$ cat src/rtl/zpfs_pkg.sv
`timescale 1ns / 1ps
// ----------------------------------------------------------------------------
// zpfs_pkg: shared types and constants
// Image size, depth store geometry, controller and shader state encodings,
// configuration register indexes and the structs passed between modules.
// ----------------------------------------------------------------------------
package zpfs_pkg;

	// Image dimensions must be powers of two; the depth address is {column, row}.
	localparam int IMG_WIDTH     = 512;
	localparam int IMG_HEIGHT    = 512;
	localparam int COL_W         = $clog2(IMG_WIDTH);
	localparam int ROW_W         = $clog2(IMG_HEIGHT);
	localparam int DEPTH_AW      = COL_W + ROW_W;
	localparam int DEPTH_ENTRIES = IMG_WIDTH * IMG_HEIGHT;

	localparam logic signed [15:0] DEPTH_MIN = 16'sh8000;
	localparam logic [9:0]         HEIGHT_RESET = 10'd512;

	localparam logic CMD_SHADE = 1'b0;
	localparam logic CMD_CLEAR = 1'b1;

	// Iterative unit sizes.
	localparam int SQRT_IN_W  = 34;
	localparam int SQRT_OUT_W = 17;
	localparam int DIV_W      = 30;

	typedef enum logic [2:0] {
		CFG_LIGHT_DIR  = 3'd0,
		CFG_LIGHT_COL  = 3'd1,
		CFG_AMBIENT    = 3'd2,
		CFG_EYE_POS    = 3'd3,
		CFG_SHADE_MODE = 3'd4,
		CFG_IMG_HEIGHT = 3'd5
	} cfg_idx_t;

	typedef enum logic [2:0] {
		ST_CLEAR,
		ST_IDLE,
		ST_TEST,
		ST_SHADE,
		ST_EMIT
	} ctl_state_t;

	typedef enum logic [4:0] {
		SH_IDLE,
		SH_NSQ,
		SH_NSQRT,
		SH_NDIV,
		SH_DOT,
		SH_CSET,
		SH_REFL,
		SH_VSQ,
		SH_VSQRT,
		SH_VDIV,
		SH_VDOT,
		SH_VFIN,
		SH_POW,
		SH_FAC,
		SH_CH,
		SH_DONE
	} shd_state_t;

	typedef struct packed {
		logic [47:0] light_dir;
		logic [47:0] light_col;
		logic [47:0] amb_col;
		logic [47:0] eye_pos;
		logic        spec;
	} shd_cfg_t;

	// Element 0 is x, 1 is y, 2 is z.
	typedef struct packed {
		logic [2:0][15:0] normal;
		logic [2:0][15:0] world;
		logic [23:0]      base;
	} shd_frag_t;

	typedef struct packed {
		logic        done;
		logic [23:0] rgb;
	} shd_res_t;

endpackage

$ cat src/rtl/zpfs_sqrt.sv
`timescale 1ns / 1ps
// ----------------------------------------------------------------------------
// zpfs_sqrt: iterative integer square root
// Digit-by-digit floor square root, one result bit per cycle.
// ----------------------------------------------------------------------------
module zpfs_sqrt (
	input  logic                            clk,
	input  logic                            arst_n,
	input  logic                            start,
	input  logic [zpfs_pkg::SQRT_IN_W-1:0]  radicand,
	output logic                            done,
	output logic [zpfs_pkg::SQRT_OUT_W-1:0] root
);
	import zpfs_pkg::*;

	localparam int CNT_W = $clog2(SQRT_OUT_W + 1);
	localparam int REM_W = SQRT_OUT_W + 2;

	logic                  busy_q;
	logic                  done_q;
	logic [CNT_W-1:0]      cnt_q;
	logic [SQRT_IN_W-1:0]  x_q;
	logic [REM_W-1:0]      rem_q;
	logic [SQRT_OUT_W-1:0] root_q;
	logic [REM_W+1:0]      rem_sh;
	logic [REM_W+1:0]      trial;
	logic                  take;

	always_comb begin
		rem_sh = {rem_q, x_q[SQRT_IN_W-1 -: 2]};
		trial  = {2'b00, root_q, 2'b01};
		take   = (rem_sh >= trial);
	end

	always_ff @(posedge clk or negedge arst_n) begin
		if (!arst_n) begin
			busy_q <= 1'b0;
			done_q <= 1'b0;
			cnt_q  <= '0;
		end else begin
			done_q <= 1'b0;
			if (start) begin
				busy_q <= 1'b1;
				cnt_q  <= '0;
			end else if (busy_q) begin
				cnt_q <= cnt_q + 1'b1;
				if (cnt_q == CNT_W'(SQRT_OUT_W - 1)) begin
					busy_q <= 1'b0;
					done_q <= 1'b1;
				end
			end
		end
	end

	always_ff @(posedge clk) begin
		if (start) begin
			x_q    <= radicand;
			rem_q  <= '0;
			root_q <= '0;
		end else if (busy_q) begin
			x_q    <= {x_q[SQRT_IN_W-3:0], 2'b00};
			rem_q  <= take ? REM_W'(rem_sh - trial) : REM_W'(rem_sh);
			root_q <= {root_q[SQRT_OUT_W-2:0], take};
		end
	end

	assign done = done_q;
	assign root = root_q;
endmodule

$ cat src/rtl/zpfs_div.sv
`timescale 1ns / 1ps
// ----------------------------------------------------------------------------
// zpfs_div: iterative unsigned divider
// Restoring division, one quotient bit per cycle.
// ----------------------------------------------------------------------------
module zpfs_div (
	input  logic                         clk,
	input  logic                         arst_n,
	input  logic                         start,
	input  logic [zpfs_pkg::DIV_W-1:0]   dividend,
	input  logic [zpfs_pkg::SQRT_OUT_W-1:0] divisor,
	output logic                         done,
	output logic [zpfs_pkg::DIV_W-1:0]   quotient
);
	import zpfs_pkg::*;

	localparam int CNT_W = $clog2(DIV_W + 1);

	logic                  busy_q;
	logic                  done_q;
	logic [CNT_W-1:0]      cnt_q;
	logic [DIV_W-1:0]      dvd_q;
	logic [SQRT_OUT_W-1:0] dsr_q;
	logic [SQRT_OUT_W-1:0] rem_q;
	logic [SQRT_OUT_W:0]   rem_sh;
	logic                  take;

	always_comb begin
		rem_sh = {rem_q, dvd_q[DIV_W-1]};
		take   = (rem_sh >= {1'b0, dsr_q});
	end

	always_ff @(posedge clk or negedge arst_n) begin
		if (!arst_n) begin
			busy_q <= 1'b0;
			done_q <= 1'b0;
			cnt_q  <= '0;
		end else begin
			done_q <= 1'b0;
			if (start) begin
				busy_q <= 1'b1;
				cnt_q  <= '0;
			end else if (busy_q) begin
				cnt_q <= cnt_q + 1'b1;
				if (cnt_q == CNT_W'(DIV_W - 1)) begin
					busy_q <= 1'b0;
					done_q <= 1'b1;
				end
			end
		end
	end

	// The quotient bits shift in where the dividend bits shift out.
	always_ff @(posedge clk) begin
		if (start) begin
			dvd_q <= dividend;
			dsr_q <= divisor;
			rem_q <= '0;
		end else if (busy_q) begin
			dvd_q <= {dvd_q[DIV_W-2:0], take};
			rem_q <= take ? SQRT_OUT_W'(rem_sh - {1'b0, dsr_q}) : SQRT_OUT_W'(rem_sh);
		end
	end

	assign done     = done_q;
	assign quotient = dvd_q;
endmodule

$ cat src/rtl/zpfs_shade.sv
`timescale 1ns / 1ps
// ----------------------------------------------------------------------------
// zpfs_shade: lighting sequencer
// Computes the lit colour of one fragment at a time with a single shared multiplier,
// a square root unit and a divider, stepping through the three lanes in turn.
// ----------------------------------------------------------------------------
module zpfs_shade (
	input  logic                clk,
	input  logic                arst_n,
	input  logic                start,
	input  zpfs_pkg::shd_cfg_t  cfg,
	input  zpfs_pkg::shd_frag_t frag,
	output zpfs_pkg::shd_res_t  res
);
	import zpfs_pkg::*;

	function automatic logic [15:0] lane16(input logic [47:0] r, input logic [1:0] k);
		logic [15:0] v;
		case (k)
			2'd0:    v = r[47:32];
			2'd1:    v = r[31:16];
			default: v = r[15:0];
		endcase
		return v;
	endfunction

	shd_state_t state_q, state_d;
	logic [1:0]         k_q;
	logic               wait_q;
	logic signed [47:0] acc_q;
	logic [16:0]        len_q;
	logic signed [15:0] nu_q [3];
	logic signed [21:0] r_q [3];
	logic [17:0]        c_q;
	logic [14:0]        w_q;
	logic [20:0]        fac_q;
	logic [23:0]        rgb_q;

	logic signed [15:0] n_k, l_k, e_k, wd_k;
	logic [15:0]        lt_k, amb_k;
	logic [7:0]         byte_k;
	logic signed [16:0] diff_k;
	logic signed [23:0] mul_a, mul_b;
	logic signed [47:0] prod, acc_nxt, negdot, tmag, absacc;
	logic [17:0]        rq;
	logic [15:0]        dmag;
	logic               dneg;
	logic               sqrt_start, sqrt_done, div_start, div_done;
	logic [16:0]        sqrt_root;
	logic [DIV_W-1:0]   div_q;
	logic [15:0]        qv;
	logic [31:0]        ch_sum;
	logic [33:0]        ashift;

	always_comb begin
		n_k    = signed'(frag.normal[k_q]);
		wd_k   = signed'(frag.world[k_q]);
		l_k    = signed'(lane16(cfg.light_dir, k_q));
		e_k    = signed'(lane16(cfg.eye_pos, k_q));
		lt_k   = lane16(cfg.light_col, k_q);
		amb_k  = lane16(cfg.amb_col, k_q);
		diff_k = {wd_k[15], wd_k} - {e_k[15], e_k};
		case (k_q)
			2'd0:    byte_k = frag.base[23:16];
			2'd1:    byte_k = frag.base[15:8];
			default: byte_k = frag.base[7:0];
		endcase
	end

	// Shared multiplier operand selection.
	always_comb begin
		mul_a = '0;
		mul_b = '0;
		case (state_q)
			SH_NSQ: begin
				mul_a = 24'(n_k);
				mul_b = 24'(n_k);
			end
			SH_DOT: begin
				mul_a = 24'(nu_q[k_q]);
				mul_b = 24'(l_k);
			end
			SH_REFL: begin
				mul_a = -24'(nu_q[k_q]);
				mul_b = signed'(24'({c_q, 1'b0}));
			end
			SH_VSQ: begin
				mul_a = 24'(diff_k);
				mul_b = 24'(diff_k);
			end
			SH_VDOT: begin
				mul_a = 24'(nu_q[k_q]);
				mul_b = 24'(r_q[k_q]);
			end
			SH_POW: begin
				mul_a = signed'(24'(w_q));
				mul_b = signed'(24'(w_q));
			end
			SH_FAC: begin
				mul_a = signed'(24'(lt_k));
				mul_b = signed'(24'(c_q));
			end
			SH_CH: begin
				mul_a = signed'(24'(byte_k));
				mul_b = signed'(24'(fac_q));
			end
			default: begin
				mul_a = '0;
				mul_b = '0;
			end
		endcase
		prod    = mul_a * mul_b;
		acc_nxt = ((k_q == 2'd0) ? 48'sd0 : acc_q) + prod;
	end

	// Derived values for the sequencer steps.
	always_comb begin
		negdot = -acc_q;
		tmag   = prod[47] ? -prod : prod;
		rq     = tmag[31:14];
		absacc = acc_q[47] ? -acc_q : acc_q;
		ashift = absacc[47:14];
		ch_sum = 32'({prod[28:0], 2'b00}) + 32'({w_q, 8'b0}) - 32'(w_q) + 32'd8192;
		if (state_q == SH_VDIV) begin
			dneg = diff_k[16];
			dmag = diff_k[16] ? 16'(-diff_k) : 16'(diff_k);
		end else begin
			dneg = n_k[15];
			dmag = n_k[15] ? 16'(-17'(n_k)) : 16'(n_k);
		end
		qv         = {1'b0, div_q[14:0]};
		sqrt_start = ((state_q == SH_NSQRT) || (state_q == SH_VSQRT)) && !wait_q;
		div_start  = ((state_q == SH_NDIV) || (state_q == SH_VDIV)) && !wait_q;
	end

	always_comb begin
		state_d = state_q;
		case (state_q)
			SH_IDLE:  if (start) state_d = cfg.spec ? SH_NSQ : SH_DOT;
			SH_NSQ:   if (k_q == 2'd2) state_d = SH_NSQRT;
			SH_NSQRT: if (sqrt_done) state_d = SH_NDIV;
			SH_NDIV:  if (div_done && k_q == 2'd2) state_d = SH_DOT;
			SH_DOT:   if (k_q == 2'd2) state_d = SH_CSET;
			SH_CSET:  state_d = (cfg.spec && !(acc_q > 0)) ? SH_REFL : SH_FAC;
			SH_REFL:  if (k_q == 2'd2) state_d = SH_VSQ;
			SH_VSQ:   if (k_q == 2'd2) state_d = (acc_nxt == 0) ? SH_FAC : SH_VSQRT;
			SH_VSQRT: if (sqrt_done) state_d = SH_VDIV;
			SH_VDIV:  if (div_done && k_q == 2'd2) state_d = SH_VDOT;
			SH_VDOT:  if (k_q == 2'd2) state_d = SH_VFIN;
			SH_VFIN:  state_d = SH_POW;
			SH_POW:   if (k_q == 2'd3) state_d = SH_FAC;
			SH_FAC:   state_d = SH_CH;
			SH_CH:    state_d = (k_q == 2'd2) ? SH_DONE : SH_FAC;
			SH_DONE:  state_d = SH_IDLE;
			default:  state_d = SH_IDLE;
		endcase
	end

	always_ff @(posedge clk or negedge arst_n) begin
		if (!arst_n) begin
			state_q <= SH_IDLE;
			k_q     <= '0;
			wait_q  <= 1'b0;
		end else begin
			state_q <= state_d;
			if (sqrt_start || div_start) begin
				wait_q <= 1'b1;
			end else if (sqrt_done || div_done) begin
				wait_q <= 1'b0;
			end
			case (state_q)
				SH_NSQ, SH_DOT, SH_REFL, SH_VSQ, SH_VDOT, SH_CH: begin
					k_q <= (k_q == 2'd2) ? 2'd0 : k_q + 2'd1;
				end
				SH_NDIV, SH_VDIV: begin
					if (div_done) k_q <= (k_q == 2'd2) ? 2'd0 : k_q + 2'd1;
				end
				SH_POW:  k_q <= k_q + 2'd1;
				SH_FAC:  k_q <= k_q;
				default: k_q <= '0;
			endcase
		end
	end

	always_ff @(posedge clk) begin
		case (state_q)
			SH_IDLE: begin
				w_q <= '0;
				if (start && !cfg.spec) begin
					nu_q[0] <= signed'(frag.normal[0]);
					nu_q[1] <= signed'(frag.normal[1]);
					nu_q[2] <= signed'(frag.normal[2]);
				end
			end
			SH_NSQ, SH_DOT, SH_VSQ, SH_VDOT: acc_q <= acc_nxt;
			SH_NSQRT, SH_VSQRT: if (sqrt_done) len_q <= sqrt_root;
			SH_NDIV, SH_VDIV: begin
				if (div_done) nu_q[k_q] <= signed'(dneg ? 16'd0 - qv : qv);
			end
			SH_CSET: c_q <= (negdot > 0) ? negdot[31:14] : 18'd0;
			SH_REFL: begin
				r_q[k_q] <= 22'(l_k) - (prod[47] ? -signed'(22'(rq)) : signed'(22'(rq)));
			end
			SH_VFIN: w_q <= (ashift > 34'd16384) ? 15'd16384 : ashift[14:0];
			SH_POW:  w_q <= prod[28:14];
			SH_FAC:  fac_q <= 21'(amb_k) + 21'(prod[33:14]);
			SH_CH: begin
				case (k_q)
					2'd0:    rgb_q[23:16] <= (ch_sum[31:14] > 18'd255) ? 8'hFF : ch_sum[21:14];
					2'd1:    rgb_q[15:8]  <= (ch_sum[31:14] > 18'd255) ? 8'hFF : ch_sum[21:14];
					default: rgb_q[7:0]   <= (ch_sum[31:14] > 18'd255) ? 8'hFF : ch_sum[21:14];
				endcase
			end
			default: begin
			end
		endcase
	end

	zpfs_sqrt u_sqrt (
		.clk      (clk),
		.arst_n   (arst_n),
		.start    (sqrt_start),
		.radicand (acc_q[SQRT_IN_W-1:0]),
		.done     (sqrt_done),
		.root     (sqrt_root)
	);

	zpfs_div u_div (
		.clk      (clk),
		.arst_n   (arst_n),
		.start    (div_start),
		.dividend ({dmag, 14'b0}),
		.divisor  (len_q),
		.done     (div_done),
		.quotient (div_q)
	);

	assign res.done = (state_q == SH_DONE);
	assign res.rgb  = rgb_q;
endmodule

$ cat config.mk
export PLATFORM = sky130hd
export DESIGN_NAME = zpfs_shade
export DESIGN_NICKNAME = d
export VERILOG_FILES = /design/src/rtl/zpfs_pkg.sv /design/src/rtl/zpfs_sqrt.sv /design/src/rtl/zpfs_div.sv /design/src/rtl/zpfs_shade.sv
export SDC_FILE = /design/constraint.sdc
export NUM_CORES = 2
export LEC_CHECK = 0
export BUFFER_PORTS_ARGS = -buffer_cell sky130_fd_sc_hd__buf_2
export CORE_ASPECT_RATIO = 2
export CORE_UTILIZATION = 52
export CTS_CLUSTER_DIAMETER = 40
export DETAILED_ROUTE_END_ITERATION = 8
export GPL_ROUTABILITY_DRIVEN = 0
export GPL_TIMING_DRIVEN = 0
export PLACE_DENSITY = 0.7
export SYNTH_ARGS = -nofsm -noshare
export SYNTH_HDL_FRONTEND = slang
export SYNTH_HIERARCHICAL = 1
export SYNTH_SLANG_ARGS = --single-unit
$ cat constraint.sdc
create_clock -name clk -period 20.6 [get_ports clk]
set_input_delay 1.03 -clock clk [delete_from_list [all_inputs] [get_ports clk]]
set_output_delay 1.03 -clock clk [all_outputs]
set_load 0.03 [all_outputs]
# Word level (Yosys, flattened, before mapping)
# Memory sizes are Yosys's and may differ from the RTL's.
# Cells that the tools add are included.
# word_totals
word_cells	196
n_memories	2
ramBits	114
in_bits	316
reg_bits	299
out_inout_bits	25
# mem_list
name	depth	width	read_ports	rd_clocked_by_memory_dff	wr	line_no	text
r_q	3	22	1	0	1	zpfs_shade.sv:33	logic signed [21:0] r_q [3];
nu_q	3	16	1	0	3	zpfs_shade.sv:32	logic signed [15:0] nu_q [3];
# op_classes
bitwise_logic	2
reduce_logical	32
n_lt_le_gt_ge	7
mul	1
mux	77
add_sub_neg	19
n_eq_ne	32
# ops
op	n
case mux 24 bit (8 select lines)	1
case mux 24 bit (7 select lines)	1
case mux 16 bit (2 select lines)	4
2-to-1 mux 16 bit	7
greater-than comparator 48 x 1 -> 1 bit (second input constant)	2
2-to-1 mux 48 bit	2
2-to-1 mux 5 bit	15
case mux 5 bit (15 select lines)	1
2-to-1 mux 34 bit	2
binary-select mux 16 bit (select 2 bit)	2
2-to-1 mux 30 bit	2
adder 48 bit	1
zero test 48 bit	1
multiplier 24 x 24 -> 48 bit	1
negation 48 bit	1
case mux 15 bit (3 select lines)	1
equality test 5 x 4 -> 1 bit (second input constant)	8
greater-than comparator 34 x 15 -> 1 bit (second input constant)	1
adder 31 x 23 -> 32 bit	1
adder 32 x 14 -> 32 bit (second input constant)	1
2-to-1 mux 32 bit	1
negation 16 bit	2
negation 32 bit	1
subtractor 32 x 15 -> 32 bit	1
47 further kinds	110

# Depth between registers and ports, before layout
# logic_depth
depth_word	10
ltp_mapped	81
mapped_depth_nobuf	69

# By module
# The synthesis kept the hierarchy.
# modules_own_cells
module	seq_area_each_um2	n_inst	cells_per_inst	area_per_inst_um2
zpfs_shade	8373.0	1	5181	45577.5
zpfs_sqrt	1916.8	1	416	4290.4
zpfs_div	1926.8	1	303	3633.5

# Worst setup path after synthesis
# Ideal clock, no wire load.
# synth_path
kind	register -> register
startpoint	reg k_q[1]
endpoint	mem r_q[0][20] (data pin)
slack_ns	2.651
n_path_buf	12
stages_incl_launch_ff	71
synth_period_minus_slack_ns	17.949
setup_time_ns	0.302
t_arrival_ns	17.646
required_time_ns	20.298
cell_sequence	dfrtp_1 -> buf_4 -> clkbuf_1 -> clkbuf_1 -> clkbuf_1 -> clkbuf_1 -> buf_1 -> clkbuf_1 -> mux2i_1 -> o21ai_0 -> fa_1 -> a21o_1 -> a21oi_1 -> o21ai_0 -> a21oi_1 -> o21ai_0 -> a21oi_1 -> o21bai_1 -> (+35 left out) -> xor2_1 -> nor2_1 -> xnor2_1 -> ha_1 -> nor2b_1 -> o21ai_0 -> a21boi_0 -> o21ai_0 -> a21boi_0 -> o21ai_0 -> a21boi_0 -> o21ai_0 -> a21boi_0 -> o41ai_1 -> o21ai_0 -> or4_1 -> nand2_1 -> o311ai_0
# synth_via
elab_chain_len	10
elab_cells_between_ends	22
cone_classes	add/sub: 5; mul: 1; eq/ne: 1; mux: 12; reduce/logical: 1; memory: 2
# synth_lines
item	line_no	text
start: declaration	zpfs_shade.sv:28	logic [1:0] k_q;
start signal: assignment	zpfs_shade.sv:173	k_q <= (k_q == 2'd2) ? 2'd0 : k_q + 2'd1;
start signal: assignment	zpfs_shade.sv:176	if (div_done) k_q <= (k_q == 2'd2) ? 2'd0 : k_q + 2'd1;
start signal: assignment	zpfs_shade.sv:178	SH_POW: k_q <= k_q + 2'd1;
equality test 2 x 1 -> 1 bit, or another cell as far along	zpfs_shade.sv:19, zpfs_shade.sv:63	
case mux 16 bit (2 select lines) or 2-to-1 mux 16 bit (tied branches)	zpfs_shade.sv:19, zpfs_shade.sv:57	
subtractor 16 x 16 -> 17 bit	zpfs_shade.sv:62	diff_k = {wd_k[15], wd_k} - {e_k[15], e_k};
case mux 24 bit (8 select lines) or case mux 24 bit (7 select lines) (tied branches)	zpfs_shade.sv:74	case (state_q)
multiplier 24 x 24 -> 48 bit	zpfs_shade.sv:112	prod = mul_a * mul_b;
negation 32 bit	zpfs_shade.sv:119	tmag = prod[47] ? -prod : prod;
2-to-1 mux 32 bit	zpfs_shade.sv:119	
negation 18 -> 22 bit	zpfs_shade.sv:202	r_q[k_q] <= 22'(l_k) - (prod[47] ? -signed'(22'(rq)) : signed'(22'(rq)));
2-to-1 mux 22 bit	zpfs_shade.sv:202	
subtractor 16 x 22 -> 22 bit (*)	zpfs_shade.sv:202	
end: declaration	zpfs_shade.sv:33	
# Every way passes the cells marked *; elsewhere a longest branch is shown, timed or not. The select of a mux whose other input is x is not followed.

# Final worst setup path
# layout_path
startpoint	reg k_q[1]
endpoint	mem r_q[2][20] (data pin)
# Same word-level chain as after synthesis.

==> implementation parameters <==
Parameter                              Value

Run status
  Outcome ... finished clean

Clock network
  Count of hold-fix buffers inserted at cts ... 0
  Clock tree from TritonCTS ... done
  Source-to-sink clock delay at the later pin of the worst-skew pair ... 0.62 ns
  CTS Buf Count ... 39
  Maximum buffer depth of the clock tree ... 3
  Max H-tree Level ... 2
  Clock sink count ... 428
  Clock root buffer ... clkbuf_16
  Clock transition at the registers of the reported paths ... about 0.07 ns

Drt
  Wire length per cell after detailed routing ... 26.9 um
  Via-per-instance ratio ... approximately 6.2
  Final wirelength ... 207 mm
  Antenna Violating Nets Remaining ... 0
  Number of detailed-route iterations in the first pass ... 9
  Number of design rule violations left after detail routing ... 0
  Iter 0 DRT Violations ... 4828
  Count of vias placed by the detailed router ... 48195

Yosys
  Unique masters post-synth ... between 100 and 150
  Sequential element share of the synthesized area ... 22.8%
  Most common library cells after synthesis ... inv_1, fa_1, nor2_1, nand2_1, ha_1
  Post-Synthesis Cells ... 5900
  Top cell type by total area after synthesis ... fa_1
  Share of the synthesized area in the top cell type ... 23.1%
  Share of synthesized flip-flops with an asynchronous set or reset ... 4.91%
  Most frequently used cell type in the post-synthesis netlist ... inv_1
  Syn. warnings ... 6
  Summed instance area of the synthesized netlist ... 53500 um2
  Flop and latch count out of synthesis ... around 430
  EDFF count, synth ... around 350
  Top cells by area, synth ... fa_1, edfxtp_1, ha_1, inv_1, nor2_1
  Avg Inst Size Synth ... 9.07 um2
  Most used flip-flop cell after synthesis ... edfxtp_1

Layout
  Area grow syn2layout ... 10.6%
  NumNets Final ... approximately 7600
  Filler-free cell count of the finished design ... 7717
  Fraction of layout instances using a drive strength above 1 ... 11.6%

STA
  Least setup slack across all paths after layout ... between 0.4 and 0.5 ns
  Max Clock Skew ... between 0.03 and 0.04 ns
  Post-route fraction of the period consumed by the critical path ... between 90 and 100%
  FMAX ... 49.7 MHz
  Worst Max-Slew Pin Slew ... 1.49 ns
  Number of hold violations in the final report ... 0
  Min Tclk post-route ... around 20 ns
  Worst hold slack after final layout ... 0.410 ns
  Max-slew headroom at the worst pin ... 0.818%
  Setup TNS Final ... 0 ns
  Slew Viols, Final ... 0
  Final setup violation count ... 0

Critical path
  Cell repeated most along the worst path ... fa_1
  Launching instance or port of the critical path ... k_q[1]
  Origin of the critical flop-to-flop path ... k_q[1]
  Worst setup SP type ... register
  Nature of the critical path endpoint ... register
  Register-to-register setup slack ... 0.46 ns
  CP required ... around 21 ns
  Worst setup path category ... register to register
  Slowest-stage cell, CP ... a221oi_1
  Maximum fanout along the worst path ... 12
  Max stage delay on crit path ... 1.22 ns
  Arrival time at the worst endpoint ... 20.48 ns
  Worst reg2reg endpoint ... r_q[2][20]
  Worst Reg-to-Reg Cells ... 68

Placed design
  Placed wire-length estimate after detailed placement ... 169 mm
  Number of port buffers ... between 300 and 400
  Cell count after placement ... 7609
  Pre-CTS WS ... -4.69 ns

Die
  Die width ... 229 um
  Core Region ... 102000 um2
  Effective utilization at floorplan ... 52.4%
  Height of the die ... around 460 um
  Die Area ... between 100000 and 150000 um2
  Top Ports ... 341
  Placement row count ... 166

Worst hold path
  Count of cells along the worst hold path ... 0
  Terminating pin of the worst hold path ... u_div/dsr_q[16]
  Type of the tightest min-delay check ... register to register
  Start point of the worst hold path ... len_q[16]

Run
  Number of maximum-capacitance constraint violations ... 0

GRT
  Via count of the first global-routing pass ... 50536
  Sum of overflow across all layers after global routing ... 0
  Wire length of the first global-routing pass ... 309 mm
  Number of antenna violations at the first check in global routing ... 19
  Overall Global Routing Usage ... 40.4%
  Pin count of the biggest net entering global routing ... 36
-- registers in the layout (all words and copies together), names as in the netlist, 18 cells and up --
register,cells
fac_q,21
nu_q,64
r_q,66
rgb_q,24
u_div/quotient,30
acc_q,48
c_q,18
u_sqrt/x_q,34
u_sqrt/rem_q,19
-- per-layer routing --
layer	track usage [%]	wire, um
met5	0	92
met4	40.0	26800
met3	12.4	20600
met2	69.2	99900
met1	37.2	59900
-- cell usage in the layout (no fill, tap or decap), types with 72 or more instances in the layout --
cell	instances
ha_1	360
xnor2_1	151
a21oi_1	265
fa_1	613
o21ai_0	274
mux2i_1	106
nand2_1	598
edfxtp_1	354
inv_1	837
mux2_2	72
buf_2	362
clkbuf_1	173
nand3_1	94
nor2_1	613
xor2_1	109
nor2b_1	118
-- per-stage QoR --
stage	utilization, %	area [um2]
floorplan	-	53600
global placement	55.7	56900
detailed placement	55.9	57100
CTS	57.6	58900
global route	57.9	59100
finish	57.9	59200
-- worst max path at each step --
stage / to / slack (ns) / cells past startpoint
floorplan: r_q[0][20] / 2.65 / 70
global placement: r_q[0][21] / -5.01 / 70
detailed placement: r_q[2][21] / -4.69 / 70
CTS: r_q[2][20] / 0.05 / 75
global route: r_q[0][20] / -0.04 / 74
finish: r_q[2][20] / 0.46 / 68
-- area by class of cell --
cell class | count | area [um2]
fillers | 9134 | 43000
multi-input cells | 4368 | 37400
flip-flops and latches | 428 | 12200
inverters | 845 | 3180
repair buffers | 390 | 2130
well taps | 1344 | 1680
plain buffers | 261 | 1240
clock buffers | 48 | 1020
clock inverters | 23 | 288
diodes | 10 | 25.0
-- timing repair --
item | 4_1_cts | 5_1_grt
endpoints found under the setup margin | 98 | 71
gates resized for setup | 92 | 75
pin swaps | 9 | 8
buffers inserted | 27 | 8
-- worst max-delay path: cells and delay by family (launching register included) --
family                   cells  cell delay (ns)
flip-flops                   1             0.47
AO/OA/AOI/OAI               26             7.37
adder cells (fa/ha/maj)     13             5.79
AND/OR/NAND/NOR              8             1.27
XOR/XNOR                     3             0.52
buffers and inverters       18             4.32
-- logic make-up (layout without fill, tap and decap cells) --
group	after synthesis	after routing	share of synthesized area, %
xor+xnor	263	263	4.33
simple gates	1842	1842	15.9
fa+ha+maj	978	978	31.5
mux	194	194	4.17
flops	428	428	22.8
compound gates	1077	1077	13.2
other cells	1	24	0.00701
buf+inv	1117	1567	8.01
Power is not shown: default switching activity piles up to over one toggle a cycle in this logic, so the estimate is an artifact.
